`src/rtl/lzw_compressor_12bit_unit_defines.svh`:
```
// assertion macros shared by the rtl files
`ifndef LZW_COMPRESSOR_12BIT_UNIT_DEFINES_SVH
`define LZW_COMPRESSOR_12BIT_UNIT_DEFINES_SVH

// same-cycle implication, disabled while in reset
`define LZWC_ASSERT_IMP(label, ante, cons, msg) \
  label: assert property (@(posedge clk_i) disable iff (!rst_ni) (ante) |-> (cons)) \
    else $error(msg);

// next-cycle implication, disabled while in reset
`define LZWC_ASSERT_NEXT(label, ante, cons, msg) \
  label: assert property (@(posedge clk_i) disable iff (!rst_ni) (ante) |=> (cons)) \
    else $error(msg);

`endif

```
`src/rtl/lzwc_ram.sv`:
```
module lzwc_ram #(
  parameter int unsigned WIDTH = 8,
  parameter int unsigned DEPTH = 256
) (
  input  logic                     clk_i,
  input  logic                     we_i,
  input  logic [$clog2(DEPTH)-1:0] waddr_i,
  input  logic [WIDTH-1:0]         wdata_i,
  input  logic                     re_i,
  input  logic [$clog2(DEPTH)-1:0] raddr_i,
  output logic [WIDTH-1:0]         rdata_o
);

  logic [WIDTH-1:0] mem_q [DEPTH];
  logic [WIDTH-1:0] rdata_q;

  always_ff @(posedge clk_i) begin
    if (we_i) begin
      mem_q[waddr_i] <= wdata_i;
    end
    if (re_i) begin
      rdata_q <= mem_q[raddr_i];
    end
  end

  assign rdata_o = rdata_q;

endmodule

```
`config.mk`:
```
export PLATFORM = sky130hd
export DESIGN_NAME = lzwc_ram
export DESIGN_NICKNAME = d
export VERILOG_FILES = /design/src/rtl/lzw_compressor_12bit_unit_defines.svh /design/src/rtl/lzwc_ram.sv
export SDC_FILE = /design/constraint.sdc
export NUM_CORES = 2
export LEC_CHECK = 0
export ABC_AREA = 1
export BUFFER_PORTS_ARGS = -buffer_cell sky130_fd_sc_hd__buf_2
export CORE_MARGIN = 2
export CORE_UTILIZATION = 45
export CTS_CLUSTER_SIZE = 16
export DETAILED_ROUTE_END_ITERATION = 16
export GPL_TIMING_DRIVEN = 0
export PLACE_DENSITY = 0.71
export REMOVE_ABC_BUFFERS = 1
export SLEW_MARGIN = 20
export SYNTH_ARGS = -nofsm -noshare
export SYNTH_HDL_FRONTEND = slang
export SYNTH_SLANG_ARGS = --single-unit
```
`constraint.sdc`:
```
create_clock -name clk_i -period 2.7 [get_ports clk_i]
set_clock_uncertainty 0.2 [all_clocks]
set_input_delay 0.27 -clock clk_i [delete_from_list [all_inputs] [get_ports clk_i]]
set_output_delay 0.27 -clock clk_i [all_outputs]
set_load 0.02 [all_outputs]
```
==> flow_summary.json <==
{
  "status": "complete, but fails checks",
  "failing_checks": "negative setup slack",
  "cts-htree-levels": 4,
  "drv_slew": 0,
  "cell_repeated_most_along_the_worst_path": "nand3_1",
  "ys_seq_area_share_pct": 73.96,
  "ff2ff_path_depth": 10,
  "via_per_inst": 5.789,
  "place_congestion": 0.8817,
  "syn-mean-instance-area_um2": 11.92,
  "sw_frac_of_total_pct": 22.22,
  "cts_buffer_depth": 3,
  "r2r_start": "mem_q[135][5]",
  "floorplan.rows": 158,
  "cell_count_of_the_worst_hold_path": 5,
  "crit_slowest_cell": "nand3_1",
  "vias": 54959,
  "pin_count": 35,
  "dp_hpwl_um": 118900,
  "critical_path_cell_count": 15,
  "crit-reg2reg-capture": "rdata_o[5]",
  "initial_utilization_pct": 45.16,
  "synth-edff-count": 2056,
  "clock_insertion_delay_worst_skew_ns": 0.84,
  "instances_no_fill": 9493,
  "synth.top_cell.area_share_pct": 73.96,
  "netlist_instances": 7003,
  "grt_max_degree": 180,
  "final_layout_size_suffix_gt1_share_pct": 6.395,
  "critPathCaptureType": "flop",
  "area_delta_synth_final_pct": 11.98,
  "die_x_um": 434.7,
  "critical_path.top_delay_family": "simple AND/OR/NAND/NOR gates",
  "synth_commonest_cells": "2123 x nand2_1, 2056 x edfxtp_1, 2019 x nand3_1, 283 x nor2_1, 268 x buf_2",
  "worst-endpoint-arrival_ns": 3.13,
  "timing.max_slew.rel_slack_pct": 33.90,
  "worst_hold_startpoint": "raddr_i[6]",
  "route.final.wire_length_um": 222000,
  "syn_std_cell_area_um2": 83480,
  "maxClockFrequency_mhz": 359.1,
  "detailedRoute.firstPassIterationCount": 6,
  "vias_in_the_first_global_route": 51880,
  "die_area_um2": 189000,
  "rsz0062_at_grt": "true",
  "cts-root-buf": "clkbuf_16",
  "cts_buffers": 184,
  "hold_class": "in -> reg",
  "grt_first_pass_wirelength_um": 328100,
  "dr_drc_count": 0,
  "worst-path-max-fanout": 77,
  "antenna_found_initial": 10,
  "pwr-share-seq_pct": 53.9,
  "final_util_pct": 50.57,
  "synth.distinct_cells": 13,
  "layout_setup_ws_ns": -0.08477,
  "total_switching_power_mw": 14.53,
  "max_slew.worst_pin.slew_ns": 0.9915,
  "ir_worst_vdd_uv": 500.9,
  "internal_power_mw": 50.83,
  "die_h_um": 434.7,
  "num-nets-final": 6879,
  "ant_nets": 0,
  "yosysTopAreaCell": "edfxtp_1",
  "clock_power_share_pct": 39.5,
  "synth.yosys.warnings": 0,
  "cells_along_the_critical_path": "buf_16 -> buf_16 -> buf_16 -> inv_16 -> buf_16 -> buf_16 -> nand3_1 -> nand3_1 -> nand3_1 -> nand3_1 -> nand3_1 -> nand3_1 -> nand2_2 -> nand2_1 -> nand2_1",
  "cp_required_ns": 3.04,
  "clock_sinks": 2056,
  "placeableCoreArea_um2": 184800,
  "finalHoldViolCount": 0,
  "cp_max_stage_delay_ns": 0.25,
  "cellLeakagePower_nw": 32.17,
  "portBuffers": 34,
  "finalSetupViolations": 6,
  "combPwrFrac_pct": 6.6,
  "cellPowerDensity_nw_per_um2": 699.2,
  "worst-path-buf-inv": 6,
  "starting_drt_drc_count": 7586,
  "synthMostInstantiatedCell": "nand2_1",
  "synth-seq-cells": 2056,
  "final.setup.tns_ns": -0.2625,
  "clock_tree_from_tritoncts": "done",
  "critPathKind": "in -> reg",
  "worst-r2r-setup-slack_ns": 0.35,
  "share_of_the_clock_period_used_by_the_worst_path_after_layout_pct": 103.1,
  "synth.area.top_cells": "edfxtp_1 74%, nand3_1 12%, nand2_1 9.5%",
  "routed_wire_length_per_instance_um": 23.39,
  "hold-path-endpoint": "rdata_o[4]",
  "finalWorstPathRequiredPeriod_ns": 2.785,
  "clkTransAtPathRegs_ns": 0.06,
  "yosys_most_used_dff": "edfxtp_1",
  "asyncSetResetFlopFracSynth_pct": 0,
  "worst_setup_path_start_kind": "input pin",
  "grt_remaining_overflow": 0,
  "placed_cells": 9094,
  "drv.max_cap_violation_count": 0,
  "post_cts_buffers": 0,
  "grtUsageTotal_pct": 22.78
}
-- final cells by class --
class                      count  area [µm²]
fill                       15188       91370
sequential                  2056       61740
multi-input combinational   4425       19340
clock buffer                 229        4858
timing repair buffer         141        3158
tap                         2480        3103
clock inverter               110        1008
inverter                      39       201.4
timing repair inverter         5       43.79
antenna                        8       20.02
-- power groups by stage --
stage | registers [mW] | clock network (mW) | logic (mW)
finish | 35.2 | 25.8 | 4.33
detailed placement | 35.9 | 0 | 3.85
global route | 35.2 | 27.1 | 4.61
floorplan | 35.9 | 0 | 1.86
global placement | 36.0 | 0 | 4.28
CTS | 35.2 | 25.9 | 4.19
-- worst min-delay path: stages --
cell     delay, ns
buf_2         0.23
nand3_1       0.14
nand2_1       0.05
nand2_1       0.05
nand2_1       0.13
-- sequential cells by signal (all words and copies together) (netlist names) --
name	flops
rdata_o	8
mem_q	2048
-- cell usage in the layout, fill, tap and decap left out, types with 2 or more instances in the layout --
master	instances
buf_12	6
buf_16	63
buf_2	21
buf_8	9
bufbuf_16	24
bufinv_16	18
clkbuf_1	41
clkbuf_16	195
clkinv_1	45
clkinv_2	35
clkinv_8	3
clkinvlp_4	3
diode_2	8
dlygate4sd3_1	10
edfxtp_1	2056
inv_1	33
inv_16	2
inv_6	11
nand2_1	2099
nand2_2	24
nand3_1	1990
nand3_2	29
nor2_1	283
-- how the worst max path moves through the flow --
stage                     from          to  slack (ns)
finish              raddr_i[1]  rdata_o[5]       -0.08
detailed placement  raddr_i[0]  rdata_o[7]       -2.33
global placement    raddr_i[0]  rdata_o[7]      -53.91
floorplan           raddr_i[0]  rdata_o[7]       -3.49
CTS                 raddr_i[1]  rdata_o[1]        0.02
global route        raddr_i[1]  rdata_o[7]      -0.008
-- routing by layer --
| metal | part of all wire [%] | routed length, µm | vias to the layer above | track usage (%) |
|---|---|---|---|---|
| met1 | 38 | 83460 | 26769 | 30.21 |
| met5 | 0.013 | 28 | - | 0 |
| li1 | - | - | 24610 | - |
| met4 | 4.6 | 10240 | 4 | 10.31 |
| met3 | 9.7 | 21620 | 523 | 4.064 |
| met2 | 48 | 106700 | 3053 | 36.74 |
-- per-stage QoR --
step / total power [mW] / cell area, µm² / hold WS (ns) / worst slack [ns]
3_5_place_dp: 39.74 / 86120 / 0.4143 / -2.333
4_1_cts: 65.30 / 93180 / 0.001901 / 0.01966
2_1_floorplan: 37.77 / 81020 / 0.1689 / -3.493
6_report: 65.36 / 93470 / 0.05438 / -0.08477
5_1_grt: 66.92 / 93470 / 0.04072 / -0.007643
3_3_place_gp: 40.30 / 84300 / 0.3928 / -53.91
-- what timing repair did --
item / CTS / global route
pin swaps: 0 / 3
resized for setup: 26 / 24
endpoints found under the setup margin: 8 / 8
cloned: 35 / 7
hold endpoints to repair: 887 / 0
hold buffers: 10 / 0
-- logic make-up after synthesis --
family	synth area share, %
and+or+nand+nor	22.92
DFF	73.96
buffers and inverters	3.116
(Power assumes the default switching activity.)
