**src/rtl/lzw_compressor_12bit_unit_defines.svh**
```systemverilog
// assertion macros shared by the rtl files
`ifndef LZW_COMPRESSOR_12BIT_UNIT_DEFINES_SVH
`define LZW_COMPRESSOR_12BIT_UNIT_DEFINES_SVH

// same-cycle implication, disabled while in reset
`define LZWC_ASSERT_IMP(label, ante, cons, msg) \
  label: assert property (@(posedge clk_i) disable iff (!rst_ni) (ante) |-> (cons)) \
    else $error(msg);

// next-cycle implication, disabled while in reset
`define LZWC_ASSERT_NEXT(label, ante, cons, msg) \
  label: assert property (@(posedge clk_i) disable iff (!rst_ni) (ante) |=> (cons)) \
    else $error(msg);

`endif

```
**src/rtl/lzwc_pkg.sv**
```systemverilog
package lzwc_pkg;

  localparam int unsigned FIRST_FREE = 256;
  localparam int unsigned ACC_BITS   = 32;
  localparam int unsigned CNT_BITS   = 5;
  localparam int unsigned EPOCH_BITS = 8;

  typedef struct packed {
    logic [7:0] data_byte;
    logic       last_byte;
  } in_req_t;

  typedef struct packed {
    logic [7:0] out_byte;
    logic       out_last;
  } out_req_t;

  typedef struct packed {
    logic valid;
    logic flush;
  } code_req_t;

  typedef enum logic [2:0] {
    ST_CLEAR,
    ST_IDLE,
    ST_HASH,
    ST_CHECK,
    ST_PUSH_MISS,
    ST_PUSH_CUR,
    ST_PUSH_END,
    ST_PUSH_FLUSH
  } state_e;

endpackage

```
**src/rtl/lzwc_packer.sv**
```systemverilog
`include "lzw_compressor_12bit_unit_defines.svh"

module lzwc_packer import lzwc_pkg::*; #(
  parameter int unsigned CODE_BITS = 12
) (
  input  logic                 clk_i,
  input  logic                 rst_ni,
  input  code_req_t            code_req_i,
  input  logic [CODE_BITS-1:0] code_i,
  output logic                 code_ready_o,
  output logic                 out_valid_o,
  input  logic                 out_ready_i,
  output out_req_t             out_req_o
);

  logic [ACC_BITS-1:0]   acc_q, acc_d;
  logic [CNT_BITS-1:0]   cnt_q, cnt_d;
  logic                  pend_last_q, pend_last_d;
  logic                  out_valid_q, out_valid_d;
  out_req_t              out_q, out_d;
  logic                  code_take;
  logic                  byte_go;
  logic [CNT_BITS:0]     shamt;

  always_comb begin
    acc_d        = acc_q;
    cnt_d        = cnt_q;
    pend_last_d  = pend_last_q;
    out_valid_d  = out_valid_q;
    out_d        = out_q;
    code_ready_o = (cnt_q < CNT_BITS'(8));
    code_take    = code_req_i.valid && code_ready_o;
    byte_go      = (cnt_q >= CNT_BITS'(8)) && (!out_valid_q || out_ready_i);
    shamt        = (CNT_BITS + 1)'(ACC_BITS - CODE_BITS) - {1'b0, cnt_q};

    if (out_valid_q && out_ready_i) begin
      out_valid_d = 1'b0;
    end
    // new code lands just below the bits still waiting
    if (code_take) begin
      acc_d = acc_q | (ACC_BITS'(code_i) << shamt);
      cnt_d = cnt_q + CNT_BITS'(CODE_BITS);
      if (code_req_i.flush) begin
        pend_last_d = 1'b1;
      end
    end
    if (byte_go) begin
      out_valid_d       = 1'b1;
      out_d.out_byte    = acc_q[ACC_BITS-1 -: 8];
      out_d.out_last    = pend_last_q && (cnt_q < CNT_BITS'(16));
      if (out_d.out_last) begin
        pend_last_d = 1'b0;
      end
      acc_d = acc_q << 8;
      cnt_d = cnt_q - CNT_BITS'(8);
    end
  end

  always_ff @(posedge clk_i or negedge rst_ni) begin
    if (!rst_ni) begin
      acc_q       <= '0;
      cnt_q       <= '0;
      pend_last_q <= 1'b0;
      out_valid_q <= 1'b0;
    end else begin
      acc_q       <= acc_d;
      cnt_q       <= cnt_d;
      pend_last_q <= pend_last_d;
      out_valid_q <= out_valid_d;
    end
  end

  always_ff @(posedge clk_i) begin
    out_q <= out_d;
  end

  assign out_valid_o = out_valid_q;
  assign out_req_o   = out_q;

  `LZWC_ASSERT_IMP(a_cnt_bound, 1'b1, cnt_q < CNT_BITS'(8 + CODE_BITS), "bit count overflow")
  `LZWC_ASSERT_IMP(a_flush_once, code_take && code_req_i.flush, !pend_last_q, "flush overlap")
  `LZWC_ASSERT_NEXT(a_last_drains, byte_go && out_d.out_last, cnt_q < CNT_BITS'(8),
                    "last byte left full bytes behind")

endmodule

```
**config.mk**
```make
export PLATFORM = sky130hd
export DESIGN_NAME = lzwc_packer
export DESIGN_NICKNAME = d
export VERILOG_FILES = /design/src/rtl/lzwc_pkg.sv /design/src/rtl/lzwc_packer.sv
export VERILOG_INCLUDE_DIRS = /design/src /design/src/rtl
export SDC_FILE = /design/constraint.sdc
export NUM_CORES = 1
export LEC_CHECK = 0
export BUFFER_PORTS_ARGS = -buffer_cell sky130_fd_sc_hd__buf_2
export CAP_MARGIN = 20
export CORE_UTILIZATION = 50
export DETAILED_ROUTE_END_ITERATION = 16
export PLACE_DENSITY = 0.74
export REMOVE_ABC_BUFFERS = 1
export SYNTH_ARGS = -nofsm -noshare
export SYNTH_HDL_FRONTEND = slang
export SYNTH_SLANG_ARGS = --single-unit
```
**constraint.sdc**
```tcl
create_clock -name clk_i -period 4.9 [get_ports clk_i]
set_input_delay 0.98 -clock clk_i [delete_from_list [all_inputs] [get_ports clk_i]]
set_output_delay 0.98 -clock clk_i [all_outputs]
set_load 0.02 [all_outputs]
```
==> results of run 1 <==
==> state kept, by name (all words and copies together) (netlist names) <==
signal and flops:
out_valid_o 1, cnt_q 3, pend_last_q 1, out_req_o 9, acc_q 32
==> worst reg2reg max path, cell delays in order (launching register included) <==
cell and delay (ns):
dfrtp_1 0.81, inv_1 0.22, ha_1 0.37, inv_2 0.38, o21ai_2 0.21, inv_2 0.57
==> cells in the mapped netlist, drive strengths merged, types with 2 or more instances <==
| cell | count |
|---|---|
| mux2 | 4 |
| a22o | 4 |
| o221ai | 23 |
| inv | 37 |
| clkbuf | 6 |
| buf | 11 |
| a22oi | 8 |
| o21ai | 2 |
| dfrtp | 37 |
| nor2 | 2 |
| edfxtp | 9 |
| nand2b | 2 |
| a21oi | 2 |
| nand3b | 2 |
| o211ai | 25 |
| mux2i | 5 |
| ha | 4 |
| a2bb2oi | 7 |
| o32ai | 4 |
| nor2b | 3 |
| nand2 | 2 |
| xnor2 | 2 |
==> report_power, final <==
| part | leakage [nW] | internal, mW | switching, mW |
|---|---|---|---|
| Sequential | 0.584 | 0.554 | 0.108 |
| Clock | 0.0426 | 0.0982 | 0.122 |
| Combinational | 0.490 | 0.291 | 0.480 |
| Total | 1.12 | 0.943 | 0.711 |
==> layer usage <==
metal  GRT usage, %  vias up
met2           36.4       62
met1           31.5      899
met3           4.27       11
met4           6.89        0
met5              0        -
li1               -      861
==> worst min path at each step <==
| stage | to | slack (ns) |
|---|---|---|
| floorplan | out_req_o[1] | 0.42 |
| global placement | out_req_o[5] | 0.43 |
| detailed placement | out_req_o[5] | 0.43 |
| CTS | out_req_o[5] | 0.45 |
| global route | out_req_o[3] | 0.47 |
| finish | out_req_o[5] | 0.45 |
==> area by class of cell <==
cell class	count	area (sq um)
Clock buffer	6	72.6
Multi-Input combinational cell	115	951
Sequential cell	46	1200
Timing Repair Buffer	29	170
Clock inverter	2	8.76
Tap cell	52	65.1
Fill cell	392	1840
Inverter	37	139
==> logic make-up (layout without fill, tap and decap cells) <==
group,count (synthesis),after routing,share of synthesized area [%]
AOI/OAI and AO/OA,83,83,28.6
adders and majority gates,4,4,2.11
muxes,9,9,4.00
xor gates and xnor gates,2,2,0.738
DFF,46,46,50.4
and+or+nand+nor,17,17,4.58
buffers and inverters,54,74,9.59
==> metrics by stage <==
step           instances  hold slack [ns]  area, sq um
5_1_grt              287            0.465         2600
2_1_floorplan        198            0.425         2290
3_5_place_dp         278            0.431         2490
3_3_place_gp         278            0.430         2490
4_1_cts              286            0.450         2570
6_report             287            0.449         2600
==> summary.md, run 1 <==
| Metric | Value |
|---|---|
| Max Used Layer | `met4` |
| Via count | `1833` |
| HP Class | `flip-flop to flip-flop` |
| Crit path to | `out_req_o[6]` |
| Clock sink count | `46` |
| Root Driver | `clkbuf_8` |
| Post-layout util | `about three fifths` |
| Critical path's most frequent cell | `inv_2` |
| Crit. End Element | `flip-flop` |
| Commonest non-fill, non-tap cell in the layout | `dfrtp_1` |
| Total Routed Length | `5250 um` |
| Crit path launch | `cnt_q[3]` |
| Netlist Area Pre-Place | `around 2400 sq um` |
| Pwr dens | `about 640 nW/um^2` |
| Maximum vdd drop | `between 0.4 and 0.5 mV` |
| Period minus WS final | `2.95 ns` |
| Fin crit share | `between 60% and 70%` |
| CTS clock-pin slew for the worst setup and hold paths | `roughly 0.08 ns` |
| DRT Pass-1 Iters | `6` |
| Unrepaired setup endpoints after global routing | `no` |
| DR iter-0 viols | `roughly 150` |
| Initial cell density of the core | `53.4%` |
| CTS tree | `yes` |
| Reg2reg setup slack | `slightly below 2 ns` |
| Setup TNS | `0 ns` |
| Worst r2r src | `cnt_q[3]` |
| Fin. Hold Viols | `0` |
| Drt wl/cell | `between 15 and 20 um` |
| CTS H-tree depth | `2` |
| CTS buffer count | `5` |
| Initial antenna violation count | `0` |
| Met2 wire len | `approximately 2500 um` |
| Leading area contributor after synthesis | `dfrtp_1` |
| Count of different cell masters after synthesis | `43` |
| Min-delay src | `acc_q[28]` |
| Skew final | `0.00670 ns` |
| Sequential cell area fraction in the yosys report | `50.4%` |
| MaxCap Viol Count | `0` |
| Routed met3 length | `254 um` |
| Worst Path Required | `4.83 ns` |
| Setup bufs post-CTS | `0` |
| Slew headroom | `around 28%` |
| # hold bufs at CTS | `0` |
| Drt drc | `0` |
| Stages on worst setup path | `5` |
| CP Cell Sequence | `inv_1 > ha_1 > inv_2 > o21ai_2 > inv_2` |
| Row count | `24` |
| Pre-CTS setup slack | `1.66 ns` |
| Critical path class | `flip-flop to flip-flop` |
| Max Slew Vio Count | `0` |
| Die Area | `a little over 5000 sq um` |
| IO Port Bufs | `27` |
| Synth area leaders | `dfrtp_1, edfxtp_1, o221ai_1` |
| Post-synth EDFFs | `9` |
| Worst Tran Pin Value | `between 1 and 1.5 ns` |
| Worst path top cell family by delay | `buffers and inverters` |
| Total power | `1.65 mW` |
| Critical path peak fanout | `38` |
| Area growth, synth to finish | `9.59%` |
| Status | `completed` |
| #FFs+latches synth | `46` |
| Crit path buffers/inverters | `3` |
| Largest net degree at the start of global routing | `39` |
| Mean Syn Cell Area | `approximately 11 sq um` |
| Post_cts resized | `0` |
| Core Area | `about 4400 sq um` |
| Worst hold path depth | `0` |
| Nets | `about 260` |
| Clk Latency, worst-skew pair | `~0.3 ns` |
| CP max stage delay | `slightly above 0.8 ns` |
| HPWL Detailed | `3450 um` |
| GPL Wtd Cong | `approximately 0.85` |
| Wire length on met1 | `around 2400 um` |
| Global Route Usage Sum | `a little under a quarter` |
| Warnings, synthesis | `0` |
| IO Count | `28` |
| Setup ws final | `around 2.0 ns` |
| Antenna Nets Post-Route | `0` |
| Width of the chip | `70.9 um` |
| Drt via density | `6.39` |
| Mapped Cells | `about 220` |
| CTS max path bufs | `2` |
| Final setup fails | `0` |
| R2R Path End | `out_req_o[6]` |
| Leakage | `roughly 1.1 nW` |
| Max Fclk | `339 MHz` |
| FF-to-FF path depth | `5` |
| # diodes | `0` |
| Die Span Y | `a little over 70 um` |
| CP max-delay cell | `dfrtp_1` |
| GR Overflow Total | `0` |
| Yosys top cell area share | `between 30% and 40%` |
| Vias in the first global route | `between 1500 and 2000` |
| Crit path DAT | `around 2.9 ns` |
| Most frequent cells in the layout | `dfrtp_1, inv_1, buf_2` |
| First-pass GRT wire length | `between 8000 and 9000 um` |
| Top FF cell, synth | `dfrtp_1` |
| Asr flop ratio synth | `roughly four fifths` |
| Layout cells sized above 1 | `a little under a fifth` |
| Critical Path Start Type | `flip-flop` |
Note: power is estimated with default switching activity, not from simulation.
==> inputs of run 2 (changes only) <==
--- a/config.mk
+++ b/config.mk
@@ -10,7 +10,7 @@
 export CAP_MARGIN = 20
 export CORE_UTILIZATION = 50
 export DETAILED_ROUTE_END_ITERATION = 16
-export PLACE_DENSITY = 0.74
+export PLACE_DENSITY = 0.77
 export REMOVE_ABC_BUFFERS = 1
 export SYNTH_ARGS = -nofsm -noshare
 export SYNTH_HDL_FRONTEND = slang
==> constraint.sdc (replaced) <==
create_clock -name clk_i -period 2.57 [get_ports clk_i]
set_input_delay 0.514 -clock clk_i [delete_from_list [all_inputs] [get_ports clk_i]]
set_output_delay 0.514 -clock clk_i [all_outputs]
set_load 0.02 [all_outputs]
==> summary.md, run 2 (synthesis results as in run 1) <==
| Metric | Value |
|---|---|
| Logic pwr share | `a little under half` |
| Area growth, synth to finish | `12.0%` |
| First-pass GRT wire length | `~8900 um` |
| Drt wl/cell | `around 18 um` |
| CP max stage delay | `0.39 ns` |
| IO Count | `28` |
| Largest net degree at the start of global routing | `38` |
| Unrepaired setup endpoints after global routing | `no` |
| Switching pwr | `1.38 mW` |
| Status | `completed` |
| HPWL Detailed | `between 3000 and 4000 um` |
| Global Route Usage Sum | `23.0%` |
| Clk Latency, worst-skew pair | `about 0.30 ns` |
| Via count | `1829` |
| Core Area | `between 4000 and 5000 sq um` |
| Crit path buffers/inverters | `4` |
| Skew final | `0.00771 ns` |
| Crit path DAT | `2.13 ns` |
| Antenna Nets Post-Route | `0` |
| Critical path's most frequent cell | `inv_2` |
| Slew headroom | `44.1%` |
| Setup ws final | `about 0.45 ns` |
| Most frequent cells in the layout | `dfrtp_1, inv_1, buf_2` |
| Initial cell density of the core | `53.4%` |
| Initial antenna violation count | `0` |
| Total power | `between 3 and 4 mW` |
| HP Class | `primary input to async pin` |
| Max FFs per register | `32` |
| Max Fclk | `roughly 470 MHz` |
| Switching share of power | `between 40% and 50%` |
| CTS buffer count | `5` |
| Drt drc | `0` |
| Pwr dens | `between 1000 and 1500 nW/um^2` |
| MaxCap Viol Count | `0` |
| Post_cts resized | `0` |
| Critical Path Start Type | `flip-flop` |
| Total Routed Length | `around 5300 um` |
| Die Area | `between 5000 and 6000 sq um` |
| CP Cell Sequence | `inv_1 > ha_1 > inv_2 > o21ai_2 > inv_2 > buf_12` |
| Clock sink count | `46` |
| Drt via density | `between 6 and 7` |
| Vias in the first global route | `about 1700` |
| Most flops, register | `acc_q` |
| Max Slew Vio Count | `0` |
| CTS max path bufs | `2` |
| Width of the chip | `70.9 um` |
| Die Span Y | `approximately 70 um` |
| Row count | `24` |
| Crit. End Element | `flip-flop` |
| GR Overflow Total | `0` |
| Critical path peak fanout | `25` |
| Fin. Hold Viols | `0` |
| Nets | `260` |
| Commonest non-fill, non-tap cell in the layout | `dfrtp_1` |
| CP max-delay cell | `inv_2` |
| Fillers | `375` |
| DRT Pass-1 Iters | `4` |
| CTS tree | `yes` |
| Worst Tran Pin Value | `0.838 ns` |
| Setup bufs post-CTS | `0` |
| GPL Wtd Cong | `a little over 0.9` |
| IO Port Bufs | `27` |
| Pre-CTS setup slack | `0.514 ns` |
| CTS clock-pin slew for the worst setup and hold paths | `0.09 ns` |
| Layout cells sized above 1 | `between 20% and 30%` |
| Leakage | `1.15 nW` |
| Fin crit share | `82.5%` |
| Seq pwr share | `between 30% and 40%` |
| Maximum vdd drop | `about 0.83 mV` |
| Root Driver | `clkbuf_8` |
| Critical path class | `flip-flop to flip-flop` |
| CTS H-tree depth | `2` |
| # diodes | `0` |
| Clock network power share | `around 16%` |
| Final setup fails | `0` |
| # hold bufs at CTS | `0` |
| Period minus WS final | `between 2 and 2.5 ns` |
| Post-layout util | `59.9%` |
| WHS | `0.310 ns` |
| Setup TNS | `0 ns` |
| Worst Path Required | `roughly 2.6 ns` |
| Worst path top cell family by delay | `buffers and inverters` |
| Internal Pwr Total | `approximately 1.9 mW` |
| DR iter-0 viols | `around 150` |
==> run 2: changes by cell type in the layout (fill, tap and decap cells not counted) <==
cell       delta
clkinv_2      +1
buf_12        +1
buf_4         +5
clkinv_1      -1
bufinv_16     +1
buf_16        -1
clkbuf_1      -1
==> run 2: worst paths after layout <==
check | slack (ns) | depth (start not counted) | from | to
worst max-delay path | 0.45 | 6 | cnt_q[4] | out_req_o[3]
min in group clk_i | 0.46 | 0 | acc_q[25] | out_req_o[2]
worst min-delay path | 0.31 | 1 | rst_ni | acc_q[0]
max in group asynchronous | 1.74 | 1 | rst_ni | acc_q[18]
worst max register to register | 0.45 | 6 | cnt_q[4] | out_req_o[3]
worst min register to register | 0.46 | 0 | acc_q[25] | out_req_o[2]
==> run 2: final cells by class <==
| class | count | area, sq um | area share, % |
|---|---|---|---|
| multi-input cells | 115 | 951 | 35.7 |
| well taps | 52 | 65.1 | 2.45 |
| inverters | 37 | 139 | 5.22 |
| repair buffers | 34 | 200 | 7.53 |
| clock inverters | 3 | 40.0 | 1.51 |
| clock buffers | 5 | 68.8 | 2.59 |
| flip-flops and latches | 46 | 1200 | 45.0 |
==> run 2: power groups by stage <==
stage          Combinational, mW  Clock, mW  Sequential (mW)
4_1_cts                     1.56      0.541             1.22
5_1_grt                     1.70      0.575             1.25
6_report                    1.57      0.539             1.22
2_1_floorplan              0.959          0             1.32
3_5_place_dp                1.55          0             1.24
3_3_place_gp                1.53          0             1.23
==> run 2: per-stage QoR <==
step	cells	instance area [sq um]
2_1_floorplan	198	2290
3_3_place_gp	284	2550
6_report	292	2660
3_5_place_dp	284	2550
4_1_cts	292	2660
5_1_grt	292	2660
==> run 2: metal layers <==
layer	GRT usage, %	vias to the layer above	wire length [um]
met3	3.13	7	289
met5	0	-	0
met4	10.0	0	82
met2	34.9	76	2550
li1	-	870	-
met1	33.4	876	2340
==> inputs of run 3 (changes only) <==
--- a/config.mk
+++ b/config.mk
@@ -6,11 +6,12 @@
 export SDC_FILE = /design/constraint.sdc
 export NUM_CORES = 1
 export LEC_CHECK = 0
+export ABC_AREA = 1
 export BUFFER_PORTS_ARGS = -buffer_cell sky130_fd_sc_hd__buf_2
 export CAP_MARGIN = 20
 export CORE_UTILIZATION = 50
 export DETAILED_ROUTE_END_ITERATION = 16
-export PLACE_DENSITY = 0.77
+export PLACE_DENSITY = 0.76
 export REMOVE_ABC_BUFFERS = 1
 export SYNTH_ARGS = -nofsm -noshare
 export SYNTH_HDL_FRONTEND = slang
==> constraint.sdc (replaced) <==
create_clock -name clk_i -period 1.89 [get_ports clk_i]
set_input_delay 0.378 -clock clk_i [delete_from_list [all_inputs] [get_ports clk_i]]
set_output_delay 0.378 -clock clk_i [all_outputs]
set_load 0.02 [all_outputs]
==> summary.md, run 3 <==
| Metric | Value |
|---|---|
| # diodes | `0` |
| Synth cell count leaders | `nand2_1, nand3_1, inv_1` |
| Clock network power share | `between 10 and 15%` |
| Worst Path Required | `around 2.1 ns` |
| Finished Layout Cells | `around 470` |
| Period minus WS final | `1.71 ns` |
| CTS H-tree depth | `2` |
| Mapped Cells | `between 300 and 400` |
| CTS max path bufs | `2` |
| Top FF cell, synth | `dfrtp_1` |
| First-pass GRT wire length | `10700 um` |
| Pwr dens | `between 1500 and 2000 nW/um^2` |
| Sequential cell area fraction in the yosys report | `between 40% and 50%` |
| Crit. End Element | `flip-flop` |
| CP max-delay cell | `dfrtp_1` |
| Initial cell density of the core | `about half` |
| Warnings, synthesis | `0` |
| Drt via density | `~5` |
| Die Span Y | `74.6 um` |
| MaxCap Viol Count | `0` |
| Max Fclk | `just under 600 MHz` |
| Via count | `~2400` |
| WHS | `-0.0133 ns` |
| Drt wl/cell | `~13 um` |
| Leakage | `1.67 nW` |
| Inst Count DP | `460` |
| Maximum vdd drop | `around 1.2 mV` |
| Post-layout util | `approximately three fifths` |
| CP Cell Sequence | `clkinv_1 > ha_1 > inv_1 > nor2_2 > buf_6 > nand3_1 > o21ai_0` |
| Critical Path Start Type | `flip-flop` |
| Clk Latency, worst-skew pair | `0.31 ns` |
| Max Slew Vio Count | `0` |
| Final setup fails | `0` |
| Unrepaired setup endpoints after global routing | `no` |
| Logic pwr share | `55.0%` |
| Internal Pwr Total | `between 2 and 3 mW` |
| Fin. Hold Viols | `16` |
| IO Count | `28` |
| Most frequent cells in the layout | `nand2_1, nand3_1, inv_1` |
| Worst r2r src | `cnt_q[3]` |
| Global Route Usage Sum | `~26%` |
| Width of the chip | `74.6 um` |
| #FFs+latches synth | `46` |
| CTS clock-pin slew for the worst setup and hold paths | `~0.09 ns` |
| Switching share of power | `around half` |
| Worst Tran Pin Value | `~0.41 ns` |
| Area growth, synth to finish | `13.1%` |
| HP Class | `primary input to async pin` |
| Vias in the first global route | `about 2300` |
| Netlist Area Pre-Place | `around 2600 sq um` |
| CTS buffer count | `5` |
| Crit path buffers/inverters | `3` |
| Post-synth EDFFs | `9` |
| GR Overflow Total | `0` |
| Die Area | `roughly 5600 sq um` |
| Commonest non-fill, non-tap cell in the layout | `nand2_1` |
| Drt drc | `0` |
| Leading area contributor after synthesis | `dfrtp_1` |
| Stages on worst setup path | `7` |
| Clock sink count | `between 40 and 50` |
| Fillers | `around 480` |
| Row count | `26` |
| Synth area leaders | `dfrtp_1, nand2_1, nand3_1` |
| Setup bufs post-CTS | `0` |
| CTS tree | `yes` |
| HPWL Detailed | `about 4400 um` |
| Core Area | `~5100 sq um` |
| Yosys top cell area share | `a little over a third` |
| Most common cell in the netlist | `nand2_1` |
| DP Area | `between 2000 and 3000 sq um` |
| Asr flop ratio synth | `approximately 80%` |
| Root Driver | `clkbuf_8` |
| Max FFs per register | `32` |
| Fin crit share | `between 90% and 100%` |
| DR iter-0 viols | `158` |
| GPL Wtd Cong | `0.872` |
| Largest net degree at the start of global routing | `26` |
| Count of different cell masters after synthesis | `22` |
| IO Port Bufs | `27` |
| Slew headroom | `between 70% and 80%` |
| Skew final | `about 0.0070 ns` |
| Finished Cell Area | `roughly 3000 sq um` |
| Layout cells sized above 1 | `~14%` |
| Initial antenna violation count | `0` |
| CP max stage delay | `0.42 ns` |
| Switching pwr | `2.32 mW` |
| Nets | `between 400 and 500` |
| Crit path launch | `cnt_q[3]` |
| # hold bufs at CTS | `0` |
| Critical path peak fanout | `16` |
| Status | `finished with violations` |
| Worst path top cell family by delay | `buffers and inverters` |
| Seq pwr share | `32.3%` |
| Crit path DAT | `between 1.5 and 2 ns` |
| DRT Pass-1 Iters | `5` |
| Total Routed Length | `between 6000 and 7000 um` |
| Mean Syn Cell Area | `7.18 sq um` |
| FF-to-FF path depth | `7` |
| Antenna Nets Post-Route | `0` |
| Failing checks | `negative hold slack` |
| Most flops, register | `acc_q` |
| Critical path class | `flip-flop to flip-flop` |
[run 3: through the flow]
step	TNS [ns]	power [mW]	worst slack, ns
floorplan	-27.80	3.22	-0.844
global placement	0	4.13	0.271
detailed placement	0	4.20	0.196
CTS	0	4.82	0.152
global route	0	5.26	0.0181
finish	0	4.83	0.179
[run 3: power groups by stage]
| stage | clock (mW) | sequential (mW) | combinational [mW] |
|---|---|---|---|
| detailed placement | 0 | 1.58 | 2.61 |
| CTS | 0.629 | 1.56 | 2.63 |
| floorplan | 0 | 1.74 | 1.48 |
| global placement | 0 | 1.56 | 2.57 |
| finish | 0.613 | 1.56 | 2.66 |
| global route | 0.669 | 1.61 | 2.99 |
[run 3: cells by family after synthesis]
family                     count (synthesis)  share of synthesized area [%]
and+or+nand+nor                          229                           36.5
buffers and inverters                     67                           11.5
DFF                                       46                           45.4
AOI/OAI and AO/OA                         20                           4.32
adders and majority gates                  4                           1.90
xor gates and xnor gates                   1                          0.332
[run 3: timing repair]
item | 4_1_cts | 5_1_grt
hold endpoints to repair | 0 | 0
endpoints found under the setup margin | 0 | 1
resized for setup | 0 | 1
[run 3: layer usage]
metal / global-route usage, % / wire length (um) / up-vias
li1: - / - / 1199
met1: 35.5 / 2690 / 1089
met2: 40.6 / 2890 / 92
met3: 4.95 / 441 / 16
met4: 9.22 / 128 / 0
met5: 0 / 0 / -
[run 3: area by class of cell]
| type | instances | area [sq um] | area share, % |
|---|---|---|---|
| repair buffers | 41 | 282 | 9.45 |
| clock buffers | 5 | 68.8 | 2.31 |
| multi-input cells | 254 | 1140 | 38.1 |
| flip-flops and latches | 46 | 1200 | 40.1 |
| inverters | 49 | 189 | 6.34 |
| well taps | 70 | 87.6 | 2.94 |
| clock inverters | 3 | 21.3 | 0.714 |
[run 3: path summary, 6_finish.rpt]
check / end / slack [ns]
max: acc_q[6] / 0.18
min: cnt_q[3] / -0.01
max reg2reg: acc_q[6] / 0.18
min reg2reg: out_req_o[7] / 0.46
max in group asynchronous: acc_q[27] / 1.45
min in group clk_i: pend_last_q / 0.39
[run 3: worst register-to-register path, stage by stage (launching register included)]
cell	delay, ns
dfrtp_1	0.42
clkinv_1	0.12
ha_1	0.34
inv_1	0.11
nor2_2	0.14
buf_6	0.20
nand3_1	0.09
o21ai_0	0.20
